## src/sv/zcr_pkg.sv

```systemverilog
`timescale 1ns / 1ps
`default_nettype none

package zcr_pkg;

  // Block length limit, default value of the top-level parameter.
  localparam int unsigned MAX_SAMPLES_DEF = 524288;

  // Field widths fixed by the interface.
  localparam int unsigned SAMPLE_W = 16;
  localparam int unsigned COH_W    = 18;
  localparam int unsigned COUNT_W  = 20;
  localparam int unsigned CFG_W    = 20;
  localparam int unsigned OUT_W    = 40;

  // Fraction bits of the squared ratio: 256 * S / sqrt(d) squared.
  localparam int unsigned FRAC2_W = 16;

  // Coherence saturates at 999.0 in Q.8.
  localparam logic [COH_W-1:0] COH_SAT = 18'd255744;

  // Configuration register indexes and reset values.
  localparam logic REG_THRESHOLD     = 1'b0;
  localparam logic REG_MIN_INTERVALS = 1'b1;

  localparam logic [COH_W-1:0]   THRESHOLD_RST     = 18'd1536;
  localparam logic [COUNT_W-1:0] MIN_INTERVALS_RST = 20'd100;

endpackage

`default_nettype wire

```

## src/sv/zcr_queue.sv

```systemverilog
`timescale 1ns / 1ps
`default_nettype none

module zcr_queue
  import zcr_pkg::*;
#(
  parameter int unsigned DATA_W = 4 * $clog2(MAX_SAMPLES_DEF + 1)
) (
  input  wire logic              clk_i,
  input  wire logic              rst_ni,
  input  wire logic              wr_valid_i,
  output      logic              wr_ready_o,
  input  wire logic [DATA_W-1:0] wr_data_i,
  output      logic              rd_valid_o,
  input  wire logic              rd_ready_i,
  output      logic [DATA_W-1:0] rd_data_o
);

  // Two entries, enough to hold one finished block while the next one is summed.
  logic [DATA_W-1:0] entry_q [2];
  logic              wr_ptr_q, wr_ptr_d;
  logic              rd_ptr_q, rd_ptr_d;
  logic [1:0]        fill_q, fill_d;
  logic              do_wr, do_rd;

  assign wr_ready_o = (fill_q != 2'd2);
  assign rd_valid_o = (fill_q != 2'd0);
  assign rd_data_o  = entry_q[rd_ptr_q];

  assign do_wr = wr_valid_i & wr_ready_o;
  assign do_rd = rd_valid_o & rd_ready_i;

  always_comb begin
    wr_ptr_d = do_wr ? ~wr_ptr_q : wr_ptr_q;
    rd_ptr_d = do_rd ? ~rd_ptr_q : rd_ptr_q;
    fill_d   = fill_q;
    if (do_wr && !do_rd) begin
      fill_d = fill_q + 2'd1;
    end else if (do_rd && !do_wr) begin
      fill_d = fill_q - 2'd1;
    end
  end

  always_ff @(posedge clk_i or negedge rst_ni) begin
    if (!rst_ni) begin
      wr_ptr_q <= 1'b0;
      rd_ptr_q <= 1'b0;
      fill_q   <= 2'd0;
    end else begin
      wr_ptr_q <= wr_ptr_d;
      rd_ptr_q <= rd_ptr_d;
      fill_q   <= fill_d;
    end
  end

  always_ff @(posedge clk_i) begin
    if (do_wr) begin
      entry_q[wr_ptr_q] <= wr_data_i;
    end
  end

endmodule

`default_nettype wire

```

## config.mk

```make
export PLATFORM = sky130hd
export DESIGN_NAME = zcr_queue
export DESIGN_NICKNAME = d
export VERILOG_FILES = /design/src/sv/zcr_pkg.sv /design/src/sv/zcr_queue.sv
export SDC_FILE = /design/constraint.sdc
export NUM_CORES = 1
export LEC_CHECK = 0
export BUFFER_PORTS_ARGS = -buffer_cell sky130_fd_sc_hd__buf_2
export CORE_MARGIN = 3
export CORE_UTILIZATION = 51
export CTS_CLUSTER_DIAMETER = 60
export CTS_CLUSTER_SIZE = 28
export DETAILED_ROUTE_END_ITERATION = 10
export HOLD_SLACK_MARGIN = 0.06
export MAX_ROUTING_LAYER = met4
export PLACE_DENSITY = 0.87
export SYNTH_ARGS = -nofsm -noshare
export SYNTH_HDL_FRONTEND = slang
export SYNTH_SLANG_ARGS = --single-unit
```

## constraint.sdc

```tcl
create_clock -name clk_i -period 6.2 [get_ports clk_i]
set_input_delay 0.62 -clock clk_i [delete_from_list [all_inputs] [get_ports clk_i]]
set_output_delay 0.62 -clock clk_i [all_outputs]
set_load 0.05 [all_outputs]
```

==> impl_metrics.py <==
metrics = {
    "sta": {
        "slew_headroom_pct": 23.3,
        "fin_tns_setup_ns": 0,
        "max_freq_mhz": 303,
        "finalCritPeriodShare_pct": 53.3,
        "tightest_slew_ns": 1.15,
        "setup_viol": 0,
        "slew_viol_final": 0,
        "skew_ns": 0.00568,
        "rsz0062_at_grt": "no",
        "hold_viol_final": 0,
        "period_needed_ns": 3.30,
    },
    "layout": {
        "drive_above_1_share_pct": 60.0,
        "postLayoutCoreUtil_pct": 64.8,
        "antenna_cells": 0,
        "nets": 530,
        "area_growth_pct": 23.2,
    },
    "clock_network": {
        "h-tree-depth": 4,
        "cts_buffer_depth": 2,
        "clkLatencyLatePin_ns": 0.41,
        "cts_root_buf": "clkbuf_16",
        "clk_pin_slew_ns": 0.06,
        "postCtsResizedCells": 0,
        "numCtsBuffers": 17,
        "cts.sinks": 164,
        "cts_tree": "yes",
    },
    "hold_path": {
        "min_path_cells": 1,
        "hp-class": "in2reg",
        "hold_start": "wr_data_i[67]",
        "hold-path-endpoint": "entry_q[1][67]$_DFFE_PP_",
    },
    "die": {
        "die-area_um2": 13900,
        "io_pins": 166,
        "initial_core_util_pct": 52.6,
        "coreArea_um2": 12100,
        "die_x_um": 118,
        "num_rows": 40,
        "die_h_um": 118,
    },
    "route": {
        "final_antenna_net_count": 0,
        "drt_iter0_drc": 154,
        "dr.pass1.iters": 4,
        "drc": 0,
        "viasPerCell": 4.84,
        "vias": 3030,
        "routed_wl_um": 10400,
        "wl_per_cell_um": 16.6,
    },
    "logic_synthesis": {
        "avgSynthCellArea_um2": 23.8,
        "synth_fa_ha_area_share_pct": 0.197,
        "syn_area_um2": 6370,
        "syn_nets": 352,
        "synthMuxAreaShare_pct": 18.8,
        "synth_top_family_by_area": "multiplexers",
        "yosysSeqAreaShare_pct": 77.0,
        "synth_cells": 267,
        "synth-compound-area-share_pct": 0,
        "synth_simple_gate_area_share_pct": 0.531,
        "synth_xor_area_share_pct": 0.688,
        "synthDistinctLibCells": 15,
        "yosysWarningCount": 0,
        "ys_ff_latch": 164,
    },
    "worst_setup_path": {
        "worstPathRequired_ns": 5.58,
        "rr_worst_depth": 4,
        "timing.rr.start": "fill_q[0]$_DFFE_PN0P_",
        "critPathMaxFanout": 44,
        "rr_endpoint": "entry_q[0][49]$_DFFE_PP_",
        "reg2reg_slack_ns": 3.56,
        "critPathLaunchType": "register",
        "worstPathArrival_ns": 2.68,
        "path_class": "reg2out",
        "cp-end-kind": "output port",
    },
    "global_route": {
        "grt.overflow.total": 0,
        "grt_use_total_pct": 15.9,
        "grt_antenna_before_repair": 0,
        "grt_max_degree": 81,
        "grt_pass1_wl_um": 16400,
        "grt_pass1_vias": 3236,
    },
    "placed_design": {
        "place_congestion": 0.721,
        "dp_hpwl_um": 6930,
        "portBuffers": 165,
    },
    "pwr": {
        "p_leak_nw": 3.17,
        "power.density_nw_per_um2": 577,
        "peakVddDrop_uv": 716,
    },
    "run": {
        "maxCapViolations": 0,
    },
    "status": {
        "status": "finished, final reports clean",
    },
}
-- sequential cells by signal, summed over array words and instances, names as in the netlist --
register and count:
wr_ptr_q 1, rd_ptr_q 1, fill_q 2, entry_q 160
-- power by group --
group	leakage, nW	internal (W)	switching [W]
clock	0.270	0.000625	0.000379
sequential	1.53	0.00152	0.000132
combinational	1.36	0.000605	0.00126
-- through the flow --
step	instances	power, W	instance area [um2]	hold slack (ns)	setup slack, ns
finish	626	0.00453	7850	0.397	2.90
global route	626	0.00470	7850	0.374	2.76
CTS	626	0.00458	7850	0.374	2.83
detailed placement	593	0.00357	7260	0.432	3.28
global placement	593	0.00353	7260	0.429	3.34
floorplan	267	0.00332	6370	0.324	1.27
-- area by class of cell --
class                      count  area (um2)
tap                          168         210
clock buffer                  20         437
inverter                       1        3.75
multi-input combinational     93        1300
sequential                   164        4910
fill                         848        4260
timing repair buffer         168         851
clock inverter                12         138
-- layout by cell type (no fill, tap or decap) --
cell and count:
bufinv_16 3, clkinvlp_4 3, ha_1 1, edfxtp_1 160
clkinv_1 4, nor2_4 1, buf_2 165, clkbuf_1 3
nand2_1 2, xor2_1 2, mux2_4 79, dlygate4sd3_1 1
nor2_1 1, clkinv_2 2, buf_4 2, dfrtp_4 1
nand2b_1 1, or2_1 1, xnor2_1 3, dfrtp_1 3
inv_1 1, clkbuf_16 17, and3_4 1, mux2_2 1
-- how the worst max path moves through the flow --
stage / start / to / slack, ns / depth (start not counted)
after floorplan: fill_q[0]$_DFFE_PN0P_ / entry_q[0][0]$_DFFE_PP_ / 1.27 / 3
after global placement: rd_ptr_q$_DFFE_PN0P_ / rd_data_o[38] / 3.34 / 3
after detailed placement: rd_ptr_q$_DFFE_PN0P_ / rd_data_o[54] / 3.28 / 3
after CTS: rd_ptr_q$_DFFE_PN0P_ / rd_data_o[37] / 2.83 / 3
after global routing: rd_ptr_q$_DFFE_PN0P_ / rd_data_o[38] / 2.76 / 3
final: rd_ptr_q$_DFFE_PN0P_ / rd_data_o[56] / 2.90 / 3
-- cells by family after synthesis --
group,after synthesis
buffers and inverters,10
XOR/XNOR,5
adder cells (fa/ha/maj),1
multiplexers,80
AND/OR/NAND/NOR,7
flip-flops,164
-- worst max-delay path, stage by stage, from the launching register on --
cell and delay, ns:
dfrtp_4 0.88, buf_4 0.75, mux2_4 0.35, buf_2 0.21
-- cell usage after synthesis --
library cell / instances / area share (%)
or2_1: 1 / 0.098
xor2_1: 2 / 0.28
ha_1: 1 / 0.20
edfxtp_1: 160 / 75
buf_12: 8 / 2.5
nand2_1: 2 / 0.12
dfrtp_1: 4 / 1.6
mux2_2: 1 / 0.18
mux2_4: 79 / 19
and3_1: 1 / 0.098
inv_1: 1 / 0.059
xnor2_1: 3 / 0.41
nor2_1: 2 / 0.12
nand2b_1: 1 / 0.098
buf_6: 1 / 0.18
-- what timing repair did --
action | CTS | global route
hold buffers | 1 | 0
setup buffers | 0 | 0
endpoints found under the hold margin | 4 | 0
-- metal layers --
metal  vias to the layer above  part of all wire, %  GRT usage [%]
met5                         -                    0              -
met4                         0                  2.0           6.59
met3                        16                  5.9           5.53
met2                       114                   51           26.3
met1                      1492                   41           17.8
li1                       1408                    -              -
Note: power is estimated with default switching activity, not from simulation.
