[config.mk]
export PLATFORM = sky130hd
export DESIGN_NAME = zcr_front
export DESIGN_NICKNAME = d
export VERILOG_FILES = /design/src/sv/zcr_pkg.sv /design/src/sv/zcr_front.sv
export SDC_FILE = /design/constraint.sdc
export NUM_CORES = 1
export LEC_CHECK = 0
export ABC_AREA = 0
export BUFFER_PORTS_ARGS = -buffer_cell sky130_fd_sc_hd__buf_2
export CORE_MARGIN = 5
export CORE_UTILIZATION = 65
export DETAILED_ROUTE_END_ITERATION = 16
export PLACE_DENSITY = 0.84
export SETUP_SLACK_MARGIN = 0.5
export SLEW_MARGIN = 25
export SYNTH_ARGS = -nofsm -noshare
export SYNTH_HDL_FRONTEND = slang
export SYNTH_SLANG_ARGS = --single-unit
[constraint.sdc]
create_clock -name clk_i -period 18.1 [get_ports clk_i]
set_clock_uncertainty 0.15 [all_clocks]
set_input_delay 2.715 -clock clk_i [delete_from_list [all_inputs] [get_ports clk_i]]
set_output_delay 2.715 -clock clk_i [all_outputs]
set_load 0.01 [all_outputs]
[src/sv/zcr_pkg.sv]
`timescale 1ns / 1ps
`default_nettype none

package zcr_pkg;

  // Block length limit, default value of the top-level parameter.
  localparam int unsigned MAX_SAMPLES_DEF = 524288;

  // Field widths fixed by the interface.
  localparam int unsigned SAMPLE_W = 16;
  localparam int unsigned COH_W    = 18;
  localparam int unsigned COUNT_W  = 20;
  localparam int unsigned CFG_W    = 20;
  localparam int unsigned OUT_W    = 40;

  // Fraction bits of the squared ratio: 256 * S / sqrt(d) squared.
  localparam int unsigned FRAC2_W = 16;

  // Coherence saturates at 999.0 in Q.8.
  localparam logic [COH_W-1:0] COH_SAT = 18'd255744;

  // Configuration register indexes and reset values.
  localparam logic REG_THRESHOLD     = 1'b0;
  localparam logic REG_MIN_INTERVALS = 1'b1;

  localparam logic [COH_W-1:0]   THRESHOLD_RST     = 18'd1536;
  localparam logic [COUNT_W-1:0] MIN_INTERVALS_RST = 20'd100;

endpackage

`default_nettype wire

[src/sv/zcr_front.sv]
`timescale 1ns / 1ps
`default_nettype none

module zcr_front
  import zcr_pkg::*;
#(
  parameter int unsigned MAX_SAMPLES = MAX_SAMPLES_DEF
) (
  input  wire logic                                  clk_i,
  input  wire logic                                  rst_ni,
  input  wire logic                                  item_valid_i,
  output      logic                                  item_ready_o,
  input  wire logic [SAMPLE_W-1:0]                   sample_i,
  input  wire logic                                  last_i,
  output      logic                                  push_valid_o,
  input  wire logic                                  push_ready_i,
  // {square sum, interval sum, interval count}
  output      logic [4*$clog2(MAX_SAMPLES+1)-1:0]    push_data_o
);

  localparam int unsigned IW = $clog2(MAX_SAMPLES + 1);
  localparam int unsigned QW = 2 * IW;

  logic          prev_sign_q, prev_sign_d;
  logic          first_q, first_d;
  logic          seen_q, seen_d;
  logic [IW-1:0] idx_q, idx_d;
  logic [IW-1:0] last_idx_q, last_idx_d;
  logic [IW-1:0] count_q, count_d;
  logic [IW-1:0] total_q, total_d;
  logic [QW-1:0] square_q, square_d;

  logic          accept;
  logic          neg, pos, cur;
  logic [IW-1:0] interval;
  logic [QW-1:0] interval_sq;

  // Values after the current item, before the end-of-block clear.
  logic          up_prev, up_first, up_seen;
  logic [IW-1:0] up_idx, up_last_idx, up_count, up_total;
  logic [QW-1:0] up_square;

  assign item_ready_o = push_ready_i;
  assign accept       = item_valid_i & push_ready_i;

  assign neg = sample_i[SAMPLE_W-1];
  assign pos = !neg && (sample_i != '0);
  assign cur = pos ? 1'b1 : (neg ? 1'b0 : prev_sign_q);

  assign interval    = idx_q - last_idx_q;
  assign interval_sq = {{IW{1'b0}}, interval} * {{IW{1'b0}}, interval};

  always_comb begin
    up_prev     = prev_sign_q;
    up_first    = first_q;
    up_seen     = seen_q;
    up_idx      = idx_q;
    up_last_idx = last_idx_q;
    up_count    = count_q;
    up_total    = total_q;
    up_square   = square_q;
    if (first_q) begin
      // The first sample only sets the sign; zero counts as negative.
      up_prev  = pos;
      up_first = 1'b0;
      up_idx   = IW'(1);
    end else if (idx_q < IW'(MAX_SAMPLES)) begin
      if (cur != prev_sign_q) begin
        if (seen_q) begin
          up_count  = count_q + IW'(1);
          up_total  = total_q + interval;
          up_square = square_q + interval_sq;
        end
        up_seen     = 1'b1;
        up_last_idx = idx_q;
        up_prev     = cur;
      end
      up_idx = idx_q + IW'(1);
    end
  end

  always_comb begin
    prev_sign_d = prev_sign_q;
    first_d     = first_q;
    seen_d      = seen_q;
    idx_d       = idx_q;
    last_idx_d  = last_idx_q;
    count_d     = count_q;
    total_d     = total_q;
    square_d    = square_q;
    if (accept) begin
      if (last_i) begin
        prev_sign_d = 1'b0;
        first_d     = 1'b1;
        seen_d      = 1'b0;
        idx_d       = '0;
        last_idx_d  = '0;
        count_d     = '0;
        total_d     = '0;
        square_d    = '0;
      end else begin
        prev_sign_d = up_prev;
        first_d     = up_first;
        seen_d      = up_seen;
        idx_d       = up_idx;
        last_idx_d  = up_last_idx;
        count_d     = up_count;
        total_d     = up_total;
        square_d    = up_square;
      end
    end
  end

  assign push_valid_o = accept & last_i;
  assign push_data_o  = {up_square, up_total, up_count};

  always_ff @(posedge clk_i or negedge rst_ni) begin
    if (!rst_ni) begin
      prev_sign_q <= 1'b0;
      first_q     <= 1'b1;
      seen_q      <= 1'b0;
      idx_q       <= '0;
      last_idx_q  <= '0;
      count_q     <= '0;
      total_q     <= '0;
      square_q    <= '0;
    end else begin
      prev_sign_q <= prev_sign_d;
      first_q     <= first_d;
      seen_q      <= seen_d;
      idx_q       <= idx_d;
      last_idx_q  <= last_idx_d;
      count_q     <= count_d;
      total_q     <= total_d;
      square_q    <= square_d;
    end
  end

endmodule

`default_nettype wire

==> summary.txt <==
Critical path
  – CP max FO: 13
  – Crit start category: flip-flop
  – Slowest cell on crit path: xnor2_1
  – Slowest stage delay, CP: 760 ps
  – WP data required: 15240 ps
  – Type of destination of the critical path: primary output
  – Critical Path Start: idx_q[1]
  – CP most frequent cell: fa_1
  – Crit path DAT: approximately 11000 ps
  – R2R Path Start: idx_q[1]
  – Crit Path Class: flip-flop to primary output

Placed design
  – I/O Buffers: between 100 and 150
  – Final HPWL DP: ~41000 um
  – GP Congestion: between 1 and 1.5

Clock network
  – Root Buffer: clkbuf_16
  – CTS buffer count: 17
  – Post-CTS Hold Buffers: 0
  – TritonCTS clock tree: done
  – Post CTS Setup Buffer Count: 0
  – Worst skew pair latency: 450 ps
  – Clk buf depth: 2
  – Clock transition at the registers of the reported paths: 60 ps
  – Clk sinks: 123
  – H-tree depth: 4
  – Post-CTS resize count: 0

Synthesis
  – Synth Instances: 2191
  – Library cells used by synthesis: 71
  – Post-synthesis register bit count: 123
  – Synth Cell Area: between 15000 and 20000 um^2
  – Yosys warns: 0
  – Synth area leader: fa_1
  – Main synth FF type: dfrtp_1
  – Post-synth EDFFs: 0
  – Seq/Total Area, Yosys: 15.6%
  – Net Count, Synth: approximately 2700
  – Leading post-synthesis cells by cell area: fa_1, dfrtp_1, ha_1, inv_1, nand2_1
  – Top cell type's share of synthesized area: 32.1%
  – Ys async rst share: between 90% and 100%
  – Avg Synthesized Cell Area: between 8 and 9 um^2

Final layout
  – Antenna fix cells: 0
  – Final #Nets: about 2800
  – Filler cells: 2173
  – Layout cells sized above 1: between 8 and 9%
  – Most frequent cells in the layout: inv_1, fa_1, nand2_1
  – Commonest non-fill, non-tap cell in the layout: inv_1
  – P&R area growth vs syn: 8.14%

STA
  – Final Setup Violations: 0
  – Slew at the pin closest to its max-slew limit: 965 ps
  – Unrepaired setup endpoints after global routing: no
  – Final Cycle Share: between 70% and 80%
  – Final hold viol count: 0
  – Slew HR: a little over a third
  – TNS Setup: 0 ps
  – Slew Viols, Final: 0
  – Maximum clock rate: between 0.07 and 0.08 GHz
  – Min Tclk post-route: ~14000 ps

Detailed routing
  – Highest Signal Layer: met5
  – Vias per cell: roughly 6
  – Final WL: ~53000 um
  – 1st-pass router iterations: 10
  – # DRC: 0
  – Met3 wire len: between 5000 and 6000 um
  – Post-route ant nets: 0
  – Met2 wire len: 25100 um
  – Vias after detailed routing: around 16000
  – DRT met1 WL: about 20000 um
  – Avg WL per Cell: ~20 um
  – Drt first-iter violations: 1556

GRT
  – Global Route Usage Sum: 32.6%
  – GRT Residual Overflow: 0
  – Initial antenna violation count: 1
  – Number of global-route vias before repair: 17200
  – Largest net degree at the start of global routing: 71
  – First-pass GRT wire length: ~87000 um

Floorplanning
  – Core area: roughly 30000 um^2
  – DIE AREA: 33900 um^2
  – Die span in y: 184 um
  – Starting Density: ~66%
  – Cell row count: 63
  – Die W: about 180 um
  – I/O pin cnt: between 100 and 150

Hold path
  – Worst Hold Launch: last_idx_q[6]
  – Hold Crit Class: flip-flop to flip-flop

Run status
  – Status: complete, no violations

Flow run
  – Maxcap violations: 0
==> worst paths after layout <==
check                      slack, ps  depth (start not counted)         endpoint
hold reg to reg                  360                          1    last_idx_q[6]
hold / removal                   360                          1    last_idx_q[6]
setup / recovery                4000                         36  push_data_o[79]
min in group asynchronous       2140                          1      count_q[19]
max in group asynchronous      14420                          2   last_idx_q[12]
setup reg to reg                7250                         35     square_q[39]
==> cells in the mapped netlist (13+ instances only) <==
cell      number
nor3_1        19
dfrtp_1      122
nand4_1       14
nor2b_1       13
nand2_1      273
fa_1         316
xor2_1        40
o21a_1        16
nor2_1       163
xnor2_1       67
ha_1         182
clkbuf_1      58
a21oi_1       60
inv_1        450
and3_1        14
a22o_1        85
nand3_1       23
a21o_1        39
o21ai_0       79
==> kinds of logic (layout without fill, tap and decap cells) <==
| group | after synthesis | in the layout | share of synthesized area [%] |
|---|---|---|---|
| AOI/OAI and AO/OA | 355 | 355 | 12.4 |
| xor gates and xnor gates | 109 | 109 | 4.93 |
| adders and majority gates | 498 | 498 | 43.7 |
| buffers and inverters | 527 | 614 | 10.1 |
| DFF | 123 | 123 | 15.6 |
| muxes | 16 | 16 | 0.877 |
| and+or+nand+nor | 563 | 563 | 12.3 |
==> worst max-delay path: cells and delay by family (launching register included) <==
kind            cells  cell delay (ps)
compound gates      8             1880
xor+xnor            3             1050
fa+ha+maj           9             4210
buf+inv             5              850
flops               1              470
mux                 1              290
simple gates       10             2030
==> stage by stage <==
| stage | hold WS (ps) | worst slack [ps] | instance area [um^2] | std cells | utilization (%) |
|---|---|---|---|---|---|
| detailed placement | 341 | 4710 | 20600 | 2636 | 69.3 |
| global placement | 339 | 5050 | 20600 | 2635 | 69.2 |
| global route | 370 | 3470 | 21300 | 2668 | 71.4 |
| floorplan | 305 | 6270 | 19700 | 2191 | - |
| finish | 357 | 4000 | 21300 | 2668 | 71.4 |
| CTS | 361 | 4120 | 21300 | 2668 | 71.4 |
==> sequential cells by signal, indices dropped and copies added, names as in the netlist <==
signal / flops
square_q: 40
count_q: 20
idx_q: 20
last_idx_q: 20
total_q: 20
first_q: 1
prev_sign_q: 1
seen_q: 1
==> layout make-up <==
| type | count | area (um^2) | area share [%] |
|---|---|---|---|
| clock buffers | 17 | 425 | 2.00 |
| inverters | 456 | 1710 | 8.04 |
| flip-flops and latches | 123 | 3080 | 14.5 |
| repair buffers | 126 | 717 | 3.37 |
| multi-input cells | 1541 | 14600 | 68.8 |
| clock inverters | 15 | 223 | 1.05 |
| well taps | 390 | 488 | 2.29 |
==> per-layer routing <==
layer	GRT usage, %	up-vias
met4	14.8	2
met2	53.4	838
li1	-	7074
met5	0	-
met3	7.80	196
met1	41.4	7885
Power is left out: the tool's default activity adds up to more than one toggle a clock period on the data nets, which glitch-free logic cannot reach.
