[src/sv/zcr_pkg.sv]
`timescale 1ns / 1ps
`default_nettype none

package zcr_pkg;

  // Block length limit, default value of the top-level parameter.
  localparam int unsigned MAX_SAMPLES_DEF = 524288;

  // Field widths fixed by the interface.
  localparam int unsigned SAMPLE_W = 16;
  localparam int unsigned COH_W    = 18;
  localparam int unsigned COUNT_W  = 20;
  localparam int unsigned CFG_W    = 20;
  localparam int unsigned OUT_W    = 40;

  // Fraction bits of the squared ratio: 256 * S / sqrt(d) squared.
  localparam int unsigned FRAC2_W = 16;

  // Coherence saturates at 999.0 in Q.8.
  localparam logic [COH_W-1:0] COH_SAT = 18'd255744;

  // Configuration register indexes and reset values.
  localparam logic REG_THRESHOLD     = 1'b0;
  localparam logic REG_MIN_INTERVALS = 1'b1;

  localparam logic [COH_W-1:0]   THRESHOLD_RST     = 18'd1536;
  localparam logic [COUNT_W-1:0] MIN_INTERVALS_RST = 20'd100;

endpackage

`default_nettype wire

[src/sv/zcr_back.sv]
`timescale 1ns / 1ps
`default_nettype none

module zcr_back
  import zcr_pkg::*;
#(
  parameter int unsigned MAX_SAMPLES = MAX_SAMPLES_DEF
) (
  input  wire logic                                 clk_i,
  input  wire logic                                 rst_ni,
  input  wire logic [COH_W-1:0]                     threshold_i,
  input  wire logic [COUNT_W-1:0]                   min_intervals_i,
  input  wire logic                                 pop_valid_i,
  output      logic                                 pop_ready_o,
  // {square sum, interval sum, interval count}
  input  wire logic [4*$clog2(MAX_SAMPLES+1)-1:0]   pop_data_i,
  output      logic                                 res_valid_o,
  input  wire logic                                 res_ready_i,
  // coherence [17:0], coherent [18], interval_count [38:19], zero pad [39]
  output      logic [OUT_W-1:0]                     res_data_o
);

  localparam int unsigned IW = $clog2(MAX_SAMPLES + 1);
  localparam int unsigned QW = 2 * IW;
  localparam int unsigned PW = 3 * IW;          // n * Q and the variance term
  localparam int unsigned TW = QW + FRAC2_W;    // dividend S*S << 16, and quotient
  localparam int unsigned RW = TW / 2;          // square root of the quotient
  localparam int unsigned CW = $clog2(TW + 1);

  localparam logic [2:0] ST_IDLE  = 3'd0;
  localparam logic [2:0] ST_MUL   = 3'd1;
  localparam logic [2:0] ST_MULHI = 3'd2;
  localparam logic [2:0] ST_DIFF  = 3'd3;
  localparam logic [2:0] ST_DIV   = 3'd4;
  localparam logic [2:0] ST_SQRT  = 3'd5;
  localparam logic [2:0] ST_OUT   = 3'd6;

  logic [2:0]    state_q, state_d;
  logic [CW-1:0] cnt_q, cnt_d;

  logic [IW-1:0]   n_q, s_q;
  logic [QW-1:0]   sq_sum_q;
  logic [QW-1:0]   s2_q;
  logic [QW-1:0]   plo_q;
  logic [PW-1:0]   nq_q;
  logic [PW-1:0]   d_q;
  logic [PW:0]     rem_q;
  logic [TW-1:0]   sh_q;
  logic [RW+1:0]   srem_q;
  logic [RW-1:0]   root_q;
  logic [COH_W-1:0] coh_q;

  logic [PW-1:0]   diff;
  logic            too_few;
  logic [PW:0]     rem_sh, rem_nx;
  logic            div_ge;
  logic [RW+3:0]   srem_sh, trial, srem_sub;
  logic            sqrt_ge;
  logic [31:0]     n_wide, root_wide;
  logic            coherent;

  assign pop_ready_o = (state_q == ST_IDLE);
  assign res_valid_o = (state_q == ST_OUT);

  assign diff    = nq_q - {{IW{1'b0}}, s2_q};
  assign n_wide  = 32'(n_q);
  assign too_few = (n_wide <= 32'(min_intervals_i));

  // Restoring division, one quotient bit per cycle.
  assign rem_sh = {rem_q[PW-1:0], sh_q[TW-1]};
  assign div_ge = (rem_sh >= {1'b0, d_q});
  assign rem_nx = div_ge ? (rem_sh - {1'b0, d_q}) : rem_sh;

  // Integer square root, one root bit per cycle from two radicand bits.
  assign srem_sh  = {srem_q, sh_q[TW-1:TW-2]};
  assign trial    = {2'b00, root_q, 2'b01};
  assign sqrt_ge  = (srem_sh >= trial);
  assign srem_sub = srem_sh - trial;

  assign root_wide = 32'(root_q);

  always_comb begin
    state_d = state_q;
    cnt_d   = cnt_q;
    unique case (state_q)
      ST_IDLE: begin
        if (pop_valid_i) begin
          state_d = ST_MUL;
        end
      end
      ST_MUL:   state_d = ST_MULHI;
      ST_MULHI: state_d = ST_DIFF;
      ST_DIFF: begin
        cnt_d = '0;
        if (too_few || diff == '0) begin
          state_d = ST_OUT;
        end else begin
          state_d = ST_DIV;
        end
      end
      ST_DIV: begin
        if (cnt_q == CW'(TW - 1)) begin
          cnt_d   = '0;
          state_d = ST_SQRT;
        end else begin
          cnt_d = cnt_q + CW'(1);
        end
      end
      ST_SQRT: begin
        if (cnt_q == CW'(RW - 1)) begin
          cnt_d   = '0;
          state_d = ST_OUT;
        end else begin
          cnt_d = cnt_q + CW'(1);
        end
      end
      ST_OUT: begin
        if (res_ready_i) begin
          state_d = ST_IDLE;
        end
      end
      default: state_d = ST_IDLE;
    endcase
  end

  always_ff @(posedge clk_i or negedge rst_ni) begin
    if (!rst_ni) begin
      state_q <= ST_IDLE;
      cnt_q   <= '0;
    end else begin
      state_q <= state_d;
      cnt_q   <= cnt_d;
    end
  end

  always_ff @(posedge clk_i) begin
    unique case (state_q)
      ST_IDLE: begin
        if (pop_valid_i) begin
          n_q      <= pop_data_i[IW-1:0];
          s_q      <= pop_data_i[2*IW-1:IW];
          sq_sum_q <= pop_data_i[4*IW-1:2*IW];
        end
      end
      ST_MUL: begin
        s2_q  <= {{IW{1'b0}}, s_q} * {{IW{1'b0}}, s_q};
        plo_q <= {{IW{1'b0}}, n_q} * {{IW{1'b0}}, sq_sum_q[IW-1:0]};
      end
      ST_MULHI: begin
        // The upper partial product lands IW bits up.
        nq_q <= {({{IW{1'b0}}, n_q} * {{IW{1'b0}}, sq_sum_q[QW-1:IW]}), {IW{1'b0}}}
                + {{IW{1'b0}}, plo_q};
      end
      ST_DIFF: begin
        d_q    <= diff;
        rem_q  <= '0;
        sh_q   <= {s2_q, {FRAC2_W{1'b0}}};
        srem_q <= '0;
        root_q <= '0;
        if (too_few) begin
          coh_q <= '0;
        end else if (diff == '0) begin
          coh_q <= COH_SAT;
        end
      end
      ST_DIV: begin
        rem_q <= rem_nx;
        sh_q  <= {sh_q[TW-2:0], div_ge};
      end
      ST_SQRT: begin
        srem_q <= sqrt_ge ? srem_sub[RW+1:0] : srem_sh[RW+1:0];
        root_q <= {root_q[RW-2:0], sqrt_ge};
        sh_q   <= {sh_q[TW-3:0], 2'b00};
        if (cnt_q == CW'(RW - 1)) begin
          // Final root bit is decided in this cycle.
          if ({root_wide[30:0], sqrt_ge} > 32'(COH_SAT)) begin
            coh_q <= COH_SAT;
          end else begin
            coh_q <= COH_W'({root_q[RW-2:0], sqrt_ge});
          end
        end
      end
      ST_OUT: begin
      end
      default: begin
      end
    endcase
  end

  assign coherent   = (coh_q >= threshold_i);
  assign res_data_o = {1'b0, n_wide[COUNT_W-1:0], coherent, coh_q};

endmodule

`default_nettype wire

[config.mk]
export PLATFORM = sky130hd
export DESIGN_NAME = zcr_back
export DESIGN_NICKNAME = d
export VERILOG_FILES = /design/src/sv/zcr_pkg.sv /design/src/sv/zcr_back.sv
export SDC_FILE = /design/constraint.sdc
export NUM_CORES = 2
export LEC_CHECK = 0
export BUFFER_PORTS_ARGS = -buffer_cell sky130_fd_sc_hd__buf_4
export CORE_ASPECT_RATIO = 0.75
export CORE_MARGIN = 2
export CORE_UTILIZATION = 30
export DETAILED_ROUTE_END_ITERATION = 8
export PLACE_DENSITY = 0.5
export SLEW_MARGIN = 20
export SYNTH_ARGS = -nofsm -noshare
export SYNTH_HDL_FRONTEND = slang
export SYNTH_SLANG_ARGS = --single-unit
export TNS_END_PERCENT = 10
[constraint.sdc]
create_clock -name clk_i -period 19.8 [get_ports clk_i]
set_input_delay 1.98 -clock clk_i [delete_from_list [all_inputs] [get_ports clk_i]]
set_output_delay 1.98 -clock clk_i [all_outputs]
set_load 0.005 [all_outputs]
==> impl_metrics.ini <==
[clock_network]
cts.sinks = 480
cts_buffers = 59
postCtsSetupBuffers = 0
clk_pin_slew_ps = 60
cts_resized = 0
insertion_delay_ps = 750
htree_levels = 2
clockBufferDepth = 3
cts_tree = done
cts-root-buf = clkbuf_16
cts.hold.buffers_added = 0

[detailed_routing]
drt_iter0_drc = 2954
dr.max_layer_used = met4
wl_met1_mm = 89.2
wl_mm = 173
vias = 45430
drc = 0
ant_nets = 0
wl_met3_mm = 9.66
via_per_inst = 4.69
drt_pass1_iterations = 6
wl_met2_mm = 71.6
wl_per_cell_um = 17.9

[worst_setup_path]
worstRegToRegCells = 31
worstSetupPathType = register to register
reg2reg_from = n_q[9]
reg2reg_to = nq_q[53]
r2r_slack_ps = 10720
cpPeakStageDelay_ps = 570
path_common_cell = fa_1
crit_arrival_ps = 9490
crit_required_ps = 20210
critPathCaptureType = register
crit_start = n_q[9]
crit_slowest_cell = fa_1
start_kind = register
worst-path-max-fanout = 42
path_buf_inv = 5
cp_top_family = adder cells

[synth]
yosysMostFrequentCell = inv_1
async_flop_share_pct = 1.88
synth_edf_count = 471
yosysTopAreaCellShare_pct = 28.3
avgSynthCellArea_um2 = 9.61
netlist_area_mm2 = 0.0651
syn_nets = 8459
post_synth_num_cell_types = 83
netlist_instances = 6778
synth_commonest_cells = 1286 x inv_1, 922 x fa_1, 742 x nand2_1
seq_area_frac_synth_pct = 22.1
yosys_register_bits = 480
synth_top_area_cell = fa_1
yosys_most_used_dff = edfxtp_1
yosys-top-cells-area = fa_1 28%, edfxtp_1 22%, ha_1 12%
ys_warn_count = 0

[die]
dieHeight_um = 408
core_mm2 = 0.216
initial_utilization_pct = 30.1
dieArea_mm2 = 0.221
fp.dieW_um = 542
rows = 148
io_pins = 164

[placement]
gp_congestion = 0.857
placed_cells = 9574
dpl.hpwl_mm = 132
portBuffers = 162

[finish]
nNetsFinal = 8466
multi_input_area_mm2 = 0.0449
fillers = 22280
n_antenna_cell = 0
syn2layout_area_growth_pct = 9.46
drive_gt1_share_pct = 5.39
layout.area.seq_mm2 = 0.0144
fin_cells = 9677

[hold_path]
whs_path_depth = 0
hold_path.class = register to register
whs_endpoint = nq_q[19]
min_from = plo_q[19]

[job]
maxCapViolCount = 0

[sta]
fin_crit_sh_pct = 45.9
min_period_ps = 9080
relSlewSlack_pct = 27.8
clock_skew_ps = 83.0
setup_viol = 0
max_slew.worst_pin.slew_ps = 1080
rsz0062_at_grt = false
slew_violations = 0
fin_tns_setup_ps = 0
fmax_mhz = 110
hold_viol = 0

[global_route]
grt_overflow = 0
grt_pass1_wl_mm = 279
grt_start_max_net_pins = 79
grt.total_usage_pct = 15.9
antenna_found_initial = 3
grt_pass1_vias = 48238

[outcome]
outcome = finished, final reports clean
==> layout by cell type, fill, tap and decap left out, types with 23 or more instances in the layout <==
cell          n
and2_1      466
o21a_1       52
clkbuf_16    59
nand3_1      63
nor2b_1      39
buf_4       233
a211oi_1     33
nand4_1      41
and3_1       23
fa_1        922
nor2_1      301
inv_1      1285
nand2b_1     37
a21oi_1     273
mux2i_1     101
edfxtp_1    471
ha_1        637
xor2_1      102
nand2_1     738
a21o_1      130
o21ai_0     154
xnor2_1     195
nor4_1       24
a31oi_1      28
o21bai_1     52
nor3_1       60
==> state kept, by name, indices dropped and copies added (netlist names) <==
name / count
s2_q: 39
nq_q: 60
cnt_q: 6
coh_q: 18
rem_q: 60
d_q: 60
n_q: 20
plo_q: 40
root_q: 28
sh_q: 56
sq_sum_q: 40
state_q: 3
s_q: 20
srem_q: 30
==> per-stage QoR <==
step,util (%),area (um2),hold WS (ps),setup slack (ps)
6_report,33.0,71300,420,10720
5_1_grt,33.0,71300,435,10160
4_1_cts,33.0,71300,421,10700
3_5_place_dp,32.1,69400,405,10760
2_1_floorplan,-,65100,400,11690
3_3_place_gp,32.1,69400,407,10850
==> logic make-up (layout without fill, tap and decap cells) <==
family,count (synthesis),after routing,synth area share (%)
DFF,480,480,22.1
adders and majority gates,1559,1559,40.6
AOI/OAI and AO/OA,890,890,8.77
buffers and inverters,1574,1623,9.09
muxes,103,103,1.59
other,1,1,0.00576
xor gates and xnor gates,298,298,4.03
and+or+nand+nor,1873,1873,13.9
==> final cells by class <==
class	count	share of cell area, %
clock buffers	65	2.10
flip-flops and latches	480	20.2
inverters	1286	6.77
multi-input cells	4724	63.0
repair buffers	234	2.47
well taps	2850	5.00
clock inverters	38	0.526
==> per-layer routing <==
metal  GRT usage, %  up-vias
li1               -    21675
met1           24.5    22586
met2           23.5     1046
met3           2.59      123
met4           2.38        0
met5              0        -
==> worst max path at each step <==
| stage | cells past startpoint | to |
|---|---|---|
| finish | 31 | nq_q[53] |
| CTS | 31 | nq_q[53] |
| global route | 31 | nq_q[53] |
| global placement | 27 | nq_q[59] |
| floorplan | 31 | nq_q[53] |
| detailed placement | 31 | nq_q[53] |
Power is not shown: default switching activity piles up to over one toggle a cycle in this logic, so the estimate is an artifact.
